**config.mk**
```make
export PLATFORM = sky130hd
export DESIGN_NAME = shared_memory_dual_stack_flat
export DESIGN_NICKNAME = d
export VERILOG_FILES = /design/src/rtl/smds_pkg.sv /design/src/rtl/smds_if.sv /design/src/rtl/smds_cfg.sv /design/src/rtl/smds_mem.sv /design/src/rtl/smds_ctrl.sv /design/src/rtl/shared_memory_dual_stack.sv /design/src/flat_wrapper.sv
export VERILOG_INCLUDE_DIRS = /design/src /design/src/rtl
export SDC_FILE = /design/constraint.sdc
export NUM_CORES = 1
export LEC_CHECK = 0
export BUFFER_PORTS_ARGS = -buffer_cell sky130_fd_sc_hd__buf_2
export CORE_ASPECT_RATIO = 1.25
export CORE_MARGIN = 2
export CORE_UTILIZATION = 26
export CTS_CLUSTER_DIAMETER = 40
export DETAILED_ROUTE_END_ITERATION = 8
export PLACE_DENSITY = 0.42
export SLEW_MARGIN = 20
export SYNTH_ARGS = -nofsm -noshare
export SYNTH_HDL_FRONTEND = slang
export SYNTH_HIERARCHICAL = 1
export SYNTH_SLANG_ARGS = --single-unit
```
**constraint.sdc**
```tcl
create_clock -name clk -period 12.3 [get_ports clk]
set_input_delay 0.615 -clock clk [delete_from_list [all_inputs] [get_ports clk]]
set_output_delay 0.615 -clock clk [all_outputs]
set_load 0.05 [all_outputs]
```
**src/rtl/assert_macros.svh**
```systemverilog
// assertion macros used by shared_memory_dual_stack.sv
`ifndef ASSERT_MACROS_SVH
`define ASSERT_MACROS_SVH

// clocked property, ignored while reset is asserted
`define SMDS_ASSERT(lbl, clk, rst_n, prop) \
    lbl: assert property (@(posedge clk) disable iff (!rst_n) prop) \
        else $error("smds assertion failed");

// condition that must never be true outside reset
`define SMDS_ASSERT_NEVER(lbl, clk, rst_n, cond) \
    lbl: assert property (@(posedge clk) disable iff (!rst_n) !(cond)) \
        else $error("smds forbidden condition seen");

`endif

```
**src/rtl/smds_pkg.sv**
```systemverilog
// types, constants and codes of the shared-memory dual stack
package smds_pkg;

    localparam int DEPTH      = 16;
    localparam int DATA_WIDTH = 32;
    localparam int ADDR_W     = (DEPTH > 1) ? $clog2(DEPTH) : 1;
    localparam int CNT_W      = $clog2(DEPTH + 1);
    localparam int SCORE_W    = 7;
    localparam int STATUS_W   = 2;
    localparam int APB_AW     = 3;
    localparam int APB_DW     = 32;

    localparam logic [SCORE_W-1:0] THRESH_RESET = SCORE_W'(70);

    // operation and stack codes
    localparam logic FUNC_PUSH  = 1'b0;
    localparam logic FUNC_POP   = 1'b1;
    localparam logic SEL_LOWER  = 1'b0;
    localparam logic SEL_UPPER  = 1'b1;

    // register index decoded from paddr
    localparam logic REG_ROUTE_THRESHOLD = 1'b0;

    typedef enum logic [STATUS_W-1:0] {
        STATUS_OK    = 2'd0,
        STATUS_FULL  = 2'd1,
        STATUS_EMPTY = 2'd2
    } status_t;

    typedef struct packed {
        logic                  func;
        logic [DATA_WIDTH-1:0] entry_data;
        logic [SCORE_W-1:0]    score;
        logic                  stack_select;
    } req_t;

    typedef struct packed {
        logic                  we;
        logic                  re;
        logic [ADDR_W-1:0]     addr;
        logic [DATA_WIDTH-1:0] wdata;
    } mem_req_t;

    // what travels with an item while its memory read completes
    typedef struct packed {
        status_t status;
        logic    went_upper;
        logic    rd_ok;
    } op_info_t;

    typedef struct packed {
        logic [CNT_W-1:0] lower_count;
        logic [CNT_W-1:0] upper_count;
    } cnt_state_t;

endpackage

```
**src/rtl/smds_if.sv**
```systemverilog
// handshake channels: operation requests in, results out
interface smds_req_if;
    import smds_pkg::*;

    logic                  valid;
    logic                  ready;
    logic                  func;
    logic [DATA_WIDTH-1:0] entry_data;
    logic [SCORE_W-1:0]    score;
    logic                  stack_select;

    modport source (output valid, func, entry_data, score, stack_select, input ready);
    modport sink   (input valid, func, entry_data, score, stack_select, output ready);
endinterface

interface smds_rsp_if;
    import smds_pkg::*;

    logic                  valid;
    logic                  ready;
    logic [DATA_WIDTH-1:0] read_data;
    logic [STATUS_W-1:0]   status;
    logic                  went_upper;

    modport source (output valid, read_data, status, went_upper, input ready);
    modport sink   (input valid, read_data, status, went_upper, output ready);
endinterface

```
**src/rtl/smds_cfg.sv**
```systemverilog
// apb register block holding the routing threshold
module smds_cfg (
    input  logic                         clk,
    input  logic                         rst_n,
    input  logic                         psel,
    input  logic                         penable,
    input  logic                         pwrite,
    input  logic [smds_pkg::APB_AW-1:0]  paddr,
    input  logic [smds_pkg::APB_DW-1:0]  pwdata,
    output logic [smds_pkg::APB_DW-1:0]  prdata,
    output logic                         pready,
    output logic [smds_pkg::SCORE_W-1:0] route_threshold
);
    import smds_pkg::*;

    logic [SCORE_W-1:0] thresh_reg;
    logic [SCORE_W-1:0] thresh_next;
    logic               reg_index;
    logic               wr_en;

    assign pready    = 1'b1;
    assign reg_index = paddr[2];
    assign wr_en     = psel && penable && pwrite && pready
                       && (reg_index == REG_ROUTE_THRESHOLD);

    always_comb
    begin
        thresh_next = thresh_reg;
        if (wr_en)
        begin
            thresh_next = pwdata[SCORE_W-1:0];
        end
    end

    always_ff @(posedge clk or negedge rst_n)
    begin
        if (!rst_n)
        begin
            thresh_reg <= THRESH_RESET;
        end
        else
        begin
            thresh_reg <= thresh_next;
        end
    end

    always_comb
    begin
        prdata = '0;
        if (reg_index == REG_ROUTE_THRESHOLD)
        begin
            prdata = {{(APB_DW-SCORE_W){1'b0}}, thresh_reg};
        end
    end

    assign route_threshold = thresh_reg;

endmodule

```
**src/rtl/smds_mem.sv**
```systemverilog
// shared entry store, one write or one registered read per cycle
module smds_mem (
    input  logic                            clk,
    input  smds_pkg::mem_req_t              mem_req,
    output logic [smds_pkg::DATA_WIDTH-1:0] rdata
);
    import smds_pkg::*;

    logic [DATA_WIDTH-1:0] mem_array [DEPTH];
    logic [DATA_WIDTH-1:0] rdata_reg;

    always_ff @(posedge clk)
    begin
        if (mem_req.we)
        begin
            mem_array[mem_req.addr] <= mem_req.wdata;
        end
    end

    // read data holds until the next read
    always_ff @(posedge clk)
    begin
        if (mem_req.re)
        begin
            rdata_reg <= mem_array[mem_req.addr];
        end
    end

    assign rdata = rdata_reg;

endmodule

```
**src/rtl/smds_ctrl.sv**
```systemverilog
// stack pointers, routing and memory request generation
module smds_ctrl (
    input  logic                         clk,
    input  logic                         rst_n,
    input  logic                         accept,
    input  smds_pkg::req_t               req,
    input  logic [smds_pkg::SCORE_W-1:0] route_threshold,
    output smds_pkg::mem_req_t           mem_req,
    output smds_pkg::op_info_t           op_info,
    output smds_pkg::cnt_state_t         cnt_state
);
    import smds_pkg::*;

    localparam logic [CNT_W-1:0] TOP_IDX   = CNT_W'(DEPTH - 1);
    localparam logic [CNT_W:0]   DEPTH_SUM = (CNT_W+1)'(DEPTH);

    logic [CNT_W-1:0] lower_count_reg, lower_count_next;
    logic [CNT_W-1:0] upper_count_reg, upper_count_next;
    logic [CNT_W:0]   used_sum;
    logic             full;
    logic [CNT_W-1:0] lower_dec;
    logic [CNT_W-1:0] upper_dec;
    logic [CNT_W-1:0] upper_push_idx;
    logic [CNT_W-1:0] upper_pop_idx;
    logic [CNT_W-1:0] lower_cnt_n;
    logic [CNT_W-1:0] upper_cnt_n;

    assign used_sum       = {1'b0, lower_count_reg} + {1'b0, upper_count_reg};
    assign full           = (used_sum >= DEPTH_SUM);
    assign lower_dec      = lower_count_reg - CNT_W'(1);
    assign upper_dec      = upper_count_reg - CNT_W'(1);
    assign upper_push_idx = TOP_IDX - upper_count_reg;
    assign upper_pop_idx  = TOP_IDX - upper_dec;

    always_comb
    begin
        mem_req            = '0;
        mem_req.wdata      = req.entry_data;
        op_info            = '0;
        op_info.status     = STATUS_OK;
        lower_cnt_n        = lower_count_reg;
        upper_cnt_n        = upper_count_reg;

        if (req.func == FUNC_PUSH)
        begin
            if (full)
            begin
                op_info.status = STATUS_FULL;
            end
            else if (req.score >= route_threshold)
            begin
                mem_req.we   = 1'b1;
                mem_req.addr = lower_count_reg[ADDR_W-1:0];
                lower_cnt_n  = lower_count_reg + CNT_W'(1);
            end
            else
            begin
                mem_req.we         = 1'b1;
                mem_req.addr       = upper_push_idx[ADDR_W-1:0];
                upper_cnt_n        = upper_count_reg + CNT_W'(1);
                op_info.went_upper = 1'b1;
            end
        end
        else if (req.stack_select == SEL_LOWER)
        begin
            if (lower_count_reg == '0)
            begin
                op_info.status = STATUS_EMPTY;
            end
            else
            begin
                mem_req.re    = 1'b1;
                mem_req.addr  = lower_dec[ADDR_W-1:0];
                lower_cnt_n   = lower_dec;
                op_info.rd_ok = 1'b1;
            end
        end
        else
        begin
            if (upper_count_reg == '0)
            begin
                op_info.status = STATUS_EMPTY;
            end
            else
            begin
                mem_req.re    = 1'b1;
                mem_req.addr  = upper_pop_idx[ADDR_W-1:0];
                upper_cnt_n   = upper_dec;
                op_info.rd_ok = 1'b1;
            end
        end

        // only a real transaction touches the store
        if (!accept)
        begin
            mem_req.we = 1'b0;
            mem_req.re = 1'b0;
        end
    end

    assign lower_count_next = accept ? lower_cnt_n : lower_count_reg;
    assign upper_count_next = accept ? upper_cnt_n : upper_count_reg;

    always_ff @(posedge clk or negedge rst_n)
    begin
        if (!rst_n)
        begin
            lower_count_reg <= '0;
            upper_count_reg <= '0;
        end
        else
        begin
            lower_count_reg <= lower_count_next;
            upper_count_reg <= upper_count_next;
        end
    end

    assign cnt_state.lower_count = lower_count_reg;
    assign cnt_state.upper_count = upper_count_reg;

endmodule

```
**src/rtl/shared_memory_dual_stack.sv**
```systemverilog
// Two stacks in one 16-entry store: the lower stack grows up from entry 0, the upper stack
// grows down from the last entry. A push goes to the lower stack when its score is at or
// above route_threshold (apb register 0, reset 70), else to the upper stack; a pop names the
// stack. Each transaction on req yields exactly one result on rsp. The block takes one
// operation per cycle while rsp is not stalled. A result passes from the memory stage
// register through the output register before it is valid on rsp. The stack counters update
// at acceptance, and the store is a single-port synchronous memory whose registered read data
// is joined with the status in the output register; a held result stops new requests only
// while the memory stage is also occupied. A push that finds both stacks together holding all
// entries returns full; a pop of an empty stack returns empty; read_data is zero except on a
// successful pop.
`include "assert_macros.svh"

module shared_memory_dual_stack (
    input  logic                        clk,
    input  logic                        rst_n,
    input  logic                        psel,
    input  logic                        penable,
    input  logic                        pwrite,
    input  logic [smds_pkg::APB_AW-1:0] paddr,
    input  logic [smds_pkg::APB_DW-1:0] pwdata,
    output logic [smds_pkg::APB_DW-1:0] prdata,
    output logic                        pready,
    smds_req_if.sink                    req,
    smds_rsp_if.source                  rsp
);
    import smds_pkg::*;

    logic [SCORE_W-1:0]    route_threshold;
    req_t                  req_data;
    mem_req_t              mem_req;
    op_info_t              op_info;
    cnt_state_t            cnt_state;
    logic [DATA_WIDTH-1:0] mem_rdata;
    logic                  accept;
    logic                  out_load;
    logic                  s1_fire;

    logic                  s1_valid_reg, s1_valid_next;
    op_info_t              s1_info_reg, s1_info_next;
    logic                  out_valid_reg, out_valid_next;
    logic [DATA_WIDTH-1:0] out_data_reg, out_data_next;
    status_t               out_status_reg, out_status_next;
    logic                  out_upper_reg, out_upper_next;

    smds_cfg u_cfg (
        .clk             (clk),
        .rst_n           (rst_n),
        .psel            (psel),
        .penable         (penable),
        .pwrite          (pwrite),
        .paddr           (paddr),
        .pwdata          (pwdata),
        .prdata          (prdata),
        .pready          (pready),
        .route_threshold (route_threshold)
    );

    assign req_data.func         = req.func;
    assign req_data.entry_data   = req.entry_data;
    assign req_data.score        = req.score;
    assign req_data.stack_select = req.stack_select;

    // output register frees up this cycle, so the memory stage may move on
    assign out_load  = !out_valid_reg || rsp.ready;
    assign s1_fire   = s1_valid_reg && out_load;
    assign req.ready = !s1_valid_reg || out_load;
    assign accept    = req.valid && req.ready;

    smds_ctrl u_ctrl (
        .clk             (clk),
        .rst_n           (rst_n),
        .accept          (accept),
        .req             (req_data),
        .route_threshold (route_threshold),
        .mem_req         (mem_req),
        .op_info         (op_info),
        .cnt_state       (cnt_state)
    );

    smds_mem u_mem (
        .clk     (clk),
        .mem_req (mem_req),
        .rdata   (mem_rdata)
    );

    always_comb
    begin
        s1_valid_next   = s1_valid_reg;
        s1_info_next    = s1_info_reg;
        out_valid_next  = out_valid_reg;
        out_data_next   = out_data_reg;
        out_status_next = out_status_reg;
        out_upper_next  = out_upper_reg;

        if (s1_fire)
        begin
            s1_valid_next = 1'b0;
        end
        if (accept)
        begin
            s1_valid_next = 1'b1;
            s1_info_next  = op_info;
        end

        if (rsp.ready)
        begin
            out_valid_next = 1'b0;
        end
        if (s1_fire)
        begin
            out_valid_next  = 1'b1;
            out_data_next   = s1_info_reg.rd_ok ? mem_rdata : '0;
            out_status_next = s1_info_reg.status;
            out_upper_next  = s1_info_reg.went_upper;
        end
    end

    always_ff @(posedge clk or negedge rst_n)
    begin
        if (!rst_n)
        begin
            s1_valid_reg  <= 1'b0;
            out_valid_reg <= 1'b0;
        end
        else
        begin
            s1_valid_reg  <= s1_valid_next;
            out_valid_reg <= out_valid_next;
        end
    end

    always_ff @(posedge clk)
    begin
        s1_info_reg    <= s1_info_next;
        out_data_reg   <= out_data_next;
        out_status_reg <= out_status_next;
        out_upper_reg  <= out_upper_next;
    end

    assign rsp.valid      = out_valid_reg;
    assign rsp.read_data  = out_data_reg;
    assign rsp.status     = out_status_reg;
    assign rsp.went_upper = out_upper_reg;

    `SMDS_ASSERT(a_count_bound, clk, rst_n,
        ({1'b0, cnt_state.lower_count} + {1'b0, cnt_state.upper_count}) <= (CNT_W+1)'(DEPTH))

    `SMDS_ASSERT_NEVER(a_one_access, clk, rst_n, mem_req.we && mem_req.re)

    `SMDS_ASSERT(a_rdata_held, clk, rst_n,
        (s1_valid_reg && s1_info_reg.rd_ok && !out_load) |=> $stable(mem_rdata))

    `SMDS_ASSERT(a_fail_clean, clk, rst_n,
        (rsp.valid && (rsp.status != STATUS_OK)) |-> ((rsp.read_data == '0) && !rsp.went_upper))

endmodule

```
**src/flat_wrapper.sv**
```systemverilog
// flat-port wrapper written by rule: the top's interface ports become plain ports
module shared_memory_dual_stack_flat import smds_pkg::*;
  (clk, rst_n, psel, penable, pwrite, paddr, pwdata, prdata, pready, req_valid, req_func, req_entry_data, req_score, req_stack_select, req_ready, rsp_valid, rsp_read_data, rsp_status, rsp_went_upper, rsp_ready);
  smds_req_if req_i ();
  smds_rsp_if rsp_i ();
  input  logic clk;
  input  logic rst_n;
  input  logic psel;
  input  logic penable;
  input  logic pwrite;
  input  logic [smds_pkg::APB_AW-1:0] paddr;
  input  logic [smds_pkg::APB_DW-1:0] pwdata;
  output logic [smds_pkg::APB_DW-1:0] prdata;
  output logic pready;
  input wire logic [$bits(req_i.valid)-1:0] req_valid;
  input wire logic [$bits(req_i.func)-1:0] req_func;
  input wire logic [$bits(req_i.entry_data)-1:0] req_entry_data;
  input wire logic [$bits(req_i.score)-1:0] req_score;
  input wire logic [$bits(req_i.stack_select)-1:0] req_stack_select;
  output wire logic [$bits(req_i.ready)-1:0] req_ready;
  output wire logic [$bits(rsp_i.valid)-1:0] rsp_valid;
  output wire logic [$bits(rsp_i.read_data)-1:0] rsp_read_data;
  output wire logic [$bits(rsp_i.status)-1:0] rsp_status;
  output wire logic [$bits(rsp_i.went_upper)-1:0] rsp_went_upper;
  input wire logic [$bits(rsp_i.ready)-1:0] rsp_ready;
  assign req_i.valid = req_valid;
  assign req_i.func = req_func;
  assign req_i.entry_data = req_entry_data;
  assign req_i.score = req_score;
  assign req_i.stack_select = req_stack_select;
  assign req_ready = req_i.ready;
  assign rsp_valid = rsp_i.valid;
  assign rsp_read_data = rsp_i.read_data;
  assign rsp_status = rsp_i.status;
  assign rsp_went_upper = rsp_i.went_upper;
  assign rsp_i.ready = rsp_ready;
  shared_memory_dual_stack u_core (.clk(clk), .rst_n(rst_n), .psel(psel), .penable(penable), .pwrite(pwrite), .paddr(paddr), .pwdata(pwdata), .prdata(prdata), .pready(pready), .req(req_i), .rsp(rsp_i));
endmodule
```
==> flow_summary.json, run 1 <==
{
  "synth.distinct_cells": 60,
  "seq_area_sq_um": 18000,
  "nFillCells": 8691,
  "synthCells": 1146,
  "ant_nets": 0,
  "cp_num_cells": 12,
  "diodes": 0,
  "hold_depth": 2,
  "netlist_top_cells_count": "edfxtp_1 (583), mux4_2 (128), a22oi_1 (64)",
  "core-area_sq_um": 90200,
  "power.leakage_nw": 9.25,
  "crit_path_cell_trace": "inv_1, ha_1, a211o_1, a211oi_4, nand2_1, o21ai_1, a221o_4, buf_4, buf_4, mux4_2, a22oi_1, nand2_1",
  "hold_class": "input pin to flip-flop",
  "grt_pass1_wl_um": 81500,
  "crit_fanout": 53,
  "intPower_mw": 4.75,
  "syn_area_sq_um": 23700,
  "ir_drop_mv": 0.190,
  "cts_buffers": 89,
  "grt_max_degree": 89,
  "comb_power_share": 0.278,
  "skew_ps": 29.0,
  "fin_tns_setup_ps": 0,
  "max_freq_mhz": 190,
  "cts_tree": "built",
  "slew_headroom": 0.371,
  "dr.pass1.iters": 5,
  "synth-edff-count": 583,
  "drt_iter0_markers": 805,
  "place_congestion": 0.674,
  "wl_per_cell_um": 22.2,
  "cellPowerDensity_nw_per_um2": 242,
  "nets": 1379,
  "hold_viol": 0,
  "synth_seq_area_share": 0.759,
  "die_x_um": 274,
  "drive_above_1_share": 0.368,
  "dpl_cell_area_sq_um": 25500,
  "drc_errors": 0,
  "clockBufferDepth": 3,
  "pwr-share-seq": 0.363,
  "grt-ovfl-total": 0,
  "required_ps": 12640,
  "status": "complete, no violations",
  "clkSlewWorstSetupHoldPaths_ps": 50,
  "p_switching_mw": 2.15,
  "clock_latency_ps": 630,
  "postSynthAreaPerCell_sq_um": 20.7,
  "largest_reg_flops": 512,
  "worstMarginPinSlew_ps": 943,
  "track_usage": 0.121,
  "crit_family": "compound AO/OA/AOI/OAI gates",
  "worstSetupPathType": "flip-flop to flip-flop",
  "critPathArrivalTime_ps": 5600,
  "finalSetupViolations": 0,
  "start_util": 0.263,
  "io_pins": 153,
  "multi_input_area_sq_um": 5220,
  "drv_cap": 0,
  "yosys-top-cells-area": "edfxtp_1 (74%), mux4_2 (12%), a22oi_1 (2.0%), buf_4 (1.9%), dfrtp_1 (1.7%)",
  "synth-seq-cells": 602,
  "worstRegToRegCells": 12,
  "clockRootBuffer": "clkbuf_16",
  "antenna_found_initial": 7,
  "fp.dieH_um": 342,
  "path_buf_inv": 3,
  "crit_path_end_kind": "flip-flop",
  "synth.most_common_cell": "edfxtp_1",
  "swShare": 0.312,
  "rsz0062_at_grt": "no",
  "cp_slowest_cell": "buf_4",
  "dpl.hpwl_um": 28700,
  "numClockSinks": 602,
  "vias": 11178,
  "row_count": 123,
  "avgViaCountPerCell": 4.40,
  "critPathLaunchType": "flip-flop",
  "synth_top_area_cell": "edfxtp_1",
  "routed_wl_um": 56400,
  "yosysWarnings": 6,
  "synth_top_cell_area_share": 0.738,
  "slew_viol_final": 0,
  "synth_flop_cell": "edfxtp_1",
  "grt_pass1_vias": 11940,
  "async_flop_share": 0.0316,
  "cp_slowest_stage_delay_ps": 830,
  "port_buffers": 99,
  "dieArea_sq_um": 93600,
  "layout_min_cycle_time_ps": 5260,
  "design_area_sq_um": 28500,
  "timing.final.crit_share": 0.428,
  "h-tree-depth": 3,
  "pwr-share-clk": 0.359,
  "area_growth_pct": 20.0
}
-- routing by layer --
layer	GRT usage	part of all wire	routed length (um)	vias up
met1	0.153	0.43	24300	5937
li1	-	-	-	4875
met5	0	0.00087	49	-
met2	0.205	0.50	28200	273
met3	0.0255	0.048	2730	85
met4	0.0408	0.022	1220	8
-- timing repair --
action | 4_1_cts | 5_1_grt
buffers inserted | 0 | 0
resized for setup | 0 | 0
hold endpoints to repair | 16 | 0
hold buffers | 1 | 0
-- path summary, 6_finish.rpt --
check	slack [ps]	startpoint	endpoint
min	220	req_valid	u_core/s1_valid_reg
min reg2reg	420	u_core/s1_info_reg[3]	u_core/rsp.status[1]
max	7040	u_core/u_cfg/route_threshold[1]	u_core/u_mem/rdata[0]
min in group asynchronous	500	rst_n	u_core/u_ctrl/lower_count_reg[0]
max reg2reg	7040	u_core/u_cfg/route_threshold[1]	u_core/u_mem/rdata[0]
max in group asynchronous	11410	rst_n	u_core/u_cfg/route_threshold[1]
-- area by class of cell --
| cell class | count | share of cell area |
|---|---|---|
| Clock buffer | 97 | 0.0808 |
| Multi-Input combinational cell | 443 | 0.183 |
| Timing Repair Buffer | 130 | 0.0268 |
| Inverter | 13 | 0.00171 |
| Sequential cell | 602 | 0.632 |
| Tap cell | 1187 | 0.0522 |
| Clock inverter | 67 | 0.0231 |
-- power groups by stage --
stage | logic, mW | registers (mW) | clock network, mW
final | 1.92 | 2.50 | 2.48
after CTS | 1.97 | 2.51 | 2.55
after global placement | 1.96 | 2.55 | 0
after floorplan | 1.37 | 2.57 | 0
after global routing | 2.09 | 2.52 | 2.63
after detailed placement | 1.96 | 2.55 | 0
-- metrics by stage --
step	util	worst slack [ps]	power, mW	cells	hold slack, ps
2_1_floorplan	-	6820	3.94	1170	319
3_3_place_gp	0.282	6630	4.51	2373	402
3_5_place_dp	0.282	6640	4.51	2373	406
4_1_cts	0.315	6920	7.03	2538	183
5_1_grt	0.316	6660	7.25	2539	198
6_report	0.316	7040	6.90	2539	225
-- logic make-up (layout without fill, tap and decap cells) --
group,Yosys count,count (layout),share of synthesized area
flops,602,602,0.759
compound gates,98,98,0.0328
other cells,2,26,0.000317
fa+ha+maj,17,17,0.00897
buf+inv,125,307,0.0321
xor+xnor,12,12,0.00443
simple gates,154,154,0.0374
mux,136,136,0.125
-- cell usage in the layout, fill, tap and decap left out, types with 7 or more instances in the layout --
cell	synthesis	final
nand2_1	45	45
nand2b_1	9	9
dfrtp_1	16	16
inv_1	13	13
edfxtp_1	583	583
a22oi_1	64	64
nor2_1	26	13
nor2_4	0	13
and2b_2	7	7
xnor2_1	8	8
inv_6	0	15
clkbuf_16	0	91
clkinv_4	0	13
mux4_2	128	128
clkinvlp_4	0	14
ha_1	17	17
buf_4	59	28
buf_2	12	99
and2_2	32	35
conb_1	2	26
clkinv_2	0	10
mux2_2	7	7
Power figures use the tool's default switching activity.
==> run 2: changes to the inputs <==
==> constraint.sdc (replaced) <==
create_clock -name clk -period 5.39 [get_ports clk]
set_input_delay 0.2695 -clock clk [delete_from_list [all_inputs] [get_ports clk]]
set_output_delay 0.2695 -clock clk [all_outputs]
set_load 0.05 [all_outputs]
==> run 2 against run 1 <==
Effect of this change:
- register-to-register slack got worse by 6000 ps
- critical path depth decreased by 2
- hold slack lost 190 ps
- count of clock-buffer cells in the layout is 11 lower
- sequential power is 130% higher
- clock power is 120% higher
- largest cell class unchanged
- largest power group unchanged
==> flow_summary.json, run 2 (synthesized netlist as in run 1, its figures left out) <==
{
  "critPathLaunchType": "flip-flop",
  "p_total_mw": 15.8,
  "cts_buffers": 81,
  "finalSetupViolations": 0,
  "ctsResizeCount": 0,
  "final_cell_mix": "edfxtp_1 (583), mux4_2 (128), buf_2 (99)",
  "drc_errors": 0,
  "numClockSinks": 602,
  "crit_fanout": 45,
  "vias": 11385,
  "nets": 1417,
  "max_freq_mhz": 231,
  "ir_drop_mv": 0.346,
  "final_common_cell": "edfxtp_1",
  "required_ps": 5680,
  "dpl.hpwl_um": 32200,
  "pwr-share-clk": 0.352,
  "worstSetupPathType": "flip-flop to flip-flop",
  "start_util": 0.263,
  "place_congestion": 0.720,
  "dr.pass1.iters": 5,
  "power.leakage_nw": 9.42,
  "largest_reg_flops": 512,
  "grt-ovfl-total": 0,
  "place_ws_ps": 1010,
  "grt_pass1_vias": 12276,
  "swShare": 0.309,
  "clockBufferDepth": 3,
  "clkSlewWorstSetupHoldPaths_ps": 60,
  "drv_cap": 0,
  "die_x_um": 274,
  "diodes": 0,
  "slew_headroom": 0.296,
  "rsz0062_at_grt": "no",
  "pwr-share-seq": 0.363,
  "grt_pass1_wl_um": 85000,
  "h-tree-depth": 3,
  "drt_iter0_markers": 815,
  "clockRootBuffer": "clkbuf_16",
  "io_pins": 153,
  "grt_use_met2": 0.217,
  "antenna_found_initial": 5,
  "timing.final.crit_share": 0.802,
  "wl_per_cell_um": 22.8,
  "cellPowerDensity_nw_per_um2": 547,
  "worstMarginPinSlew_ps": 1060,
  "cts_tree": "built",
  "clock_latency_ps": 630,
  "use_met3": 0.0218,
  "finalWorstSetupSlack_ps": 1070,
  "port_buffers": 99,
  "drive_above_1_share": 0.355,
  "avgViaCountPerCell": 4.45,
  "hold_viol": 0,
  "comb_power_share": 0.285,
  "status": "complete, no violations",
  "hold_class": "input pin to flip-flop",
  "dieArea_sq_um": 93600,
  "fin_tns_setup_ps": 0,
  "busiest_layer": "met2",
  "intPower_mw": 10.9,
  "grt_util_met1": 0.161,
  "crit_path_end_kind": "flip-flop",
  "routed_wl_um": 58400,
  "track_usage": 0.126,
  "area_growth_pct": 21.6,
  "critPathArrivalTime_ps": 4620,
  "row_count": 123,
  "slew_viol_final": 0,
  "r2r_setup_slack_ps": 1070,
  "fp.dieH_um": 342,
  "layout_min_cycle_time_ps": 4320,
  "core-area_sq_um": 90200,
  "skew_ps": 37.0,
  "ant_nets": 0,
  "grt_max_degree": 65,
  "p_switching_mw": 4.88
}
## run 2: changes by cell type in the layout (fill, tap and decap cells not counted), sizes merged
| cell | before | now |
|---|---|---|
| clkbuf | 97 | 87 |
| buf | 129 | 142 |
| clkinv | 28 | 17 |
| dlygate4sd3 | 1 | 33 |
| inv | 32 | 30 |
| clkinvlp | 14 | 7 |
| bufinv | 6 | 13 |
## run 2: worst paths after layout
check,from,cells past startpoint,endpoint
max in group asynchronous,rst_n,2,u_core/u_cfg/route_threshold[6]
hold reg to reg,u_core/s1_info_reg[1],0,u_core/rsp.went_upper
min in group asynchronous,rst_n,2,u_core/rsp.valid
setup reg to reg,u_core/u_cfg/route_threshold[1],10,u_core/u_mem/mem_array[7][4]
hold / removal,req_entry_data[19],1,u_core/u_mem/mem_array[6][19]
setup / recovery,u_core/u_cfg/route_threshold[1],10,u_core/u_mem/mem_array[7][4]
## run 2: layer usage
metal  part of all wire  vias to the layer above
met4              0.021                        6
met3              0.046                       79
met5            0.00057                        -
li1                   -                     4939
met1               0.42                     6070
met2               0.51                      291
## run 2: critical path, stage by stage (launching register included)
cell and delay [ps]:
dfstp_2 550, inv_1 50, ha_1 280, a211o_1 310, a211oi_4 540, nand2_1 110
o21ai_1 120, a221o_4 730, nand2_1 430, nor2_4 530, buf_12 290
## run 2: repair_timing
item                      4_1_cts  5_1_grt
setup buffers                   0        0
hold buffers                   33        0
hold endpoints to repair      296        0
## run 2: layout make-up
cell class                      instances  area (sq um)
Clock buffer                           86          2050
Clock inverter                         54           747
Fill cell                            8735         61400
Inverter                               13          48.8
Multi-Input combinational cell        443          5220
Sequential cell                       602         18000
Tap cell                             1187          1490
Timing Repair Buffer                  176          1290
## run 2: stage by stage
step | cell area (sq um) | utilization | instances | hold WS (ps)
after floorplan | 23800 | - | 1170 | -26.1
after CTS | 28800 | 0.320 | 2560 | 2.33
final | 28800 | 0.320 | 2561 | 37.3
after global placement | 25700 | 0.285 | 2387 | 275
after detailed placement | 25700 | 0.285 | 2387 | 279
after global routing | 28800 | 0.320 | 2561 | 25.1
## run 2: power groups by stage
stage | registers, mW | clock network (mW) | logic [mW]
floorplan | 5.86 | 0 | 3.13
global placement | 5.81 | 0 | 4.59
detailed placement | 5.82 | 0 | 4.59
CTS | 5.72 | 5.71 | 4.64
global route | 5.75 | 5.88 | 4.90
finish | 5.72 | 5.55 | 4.50
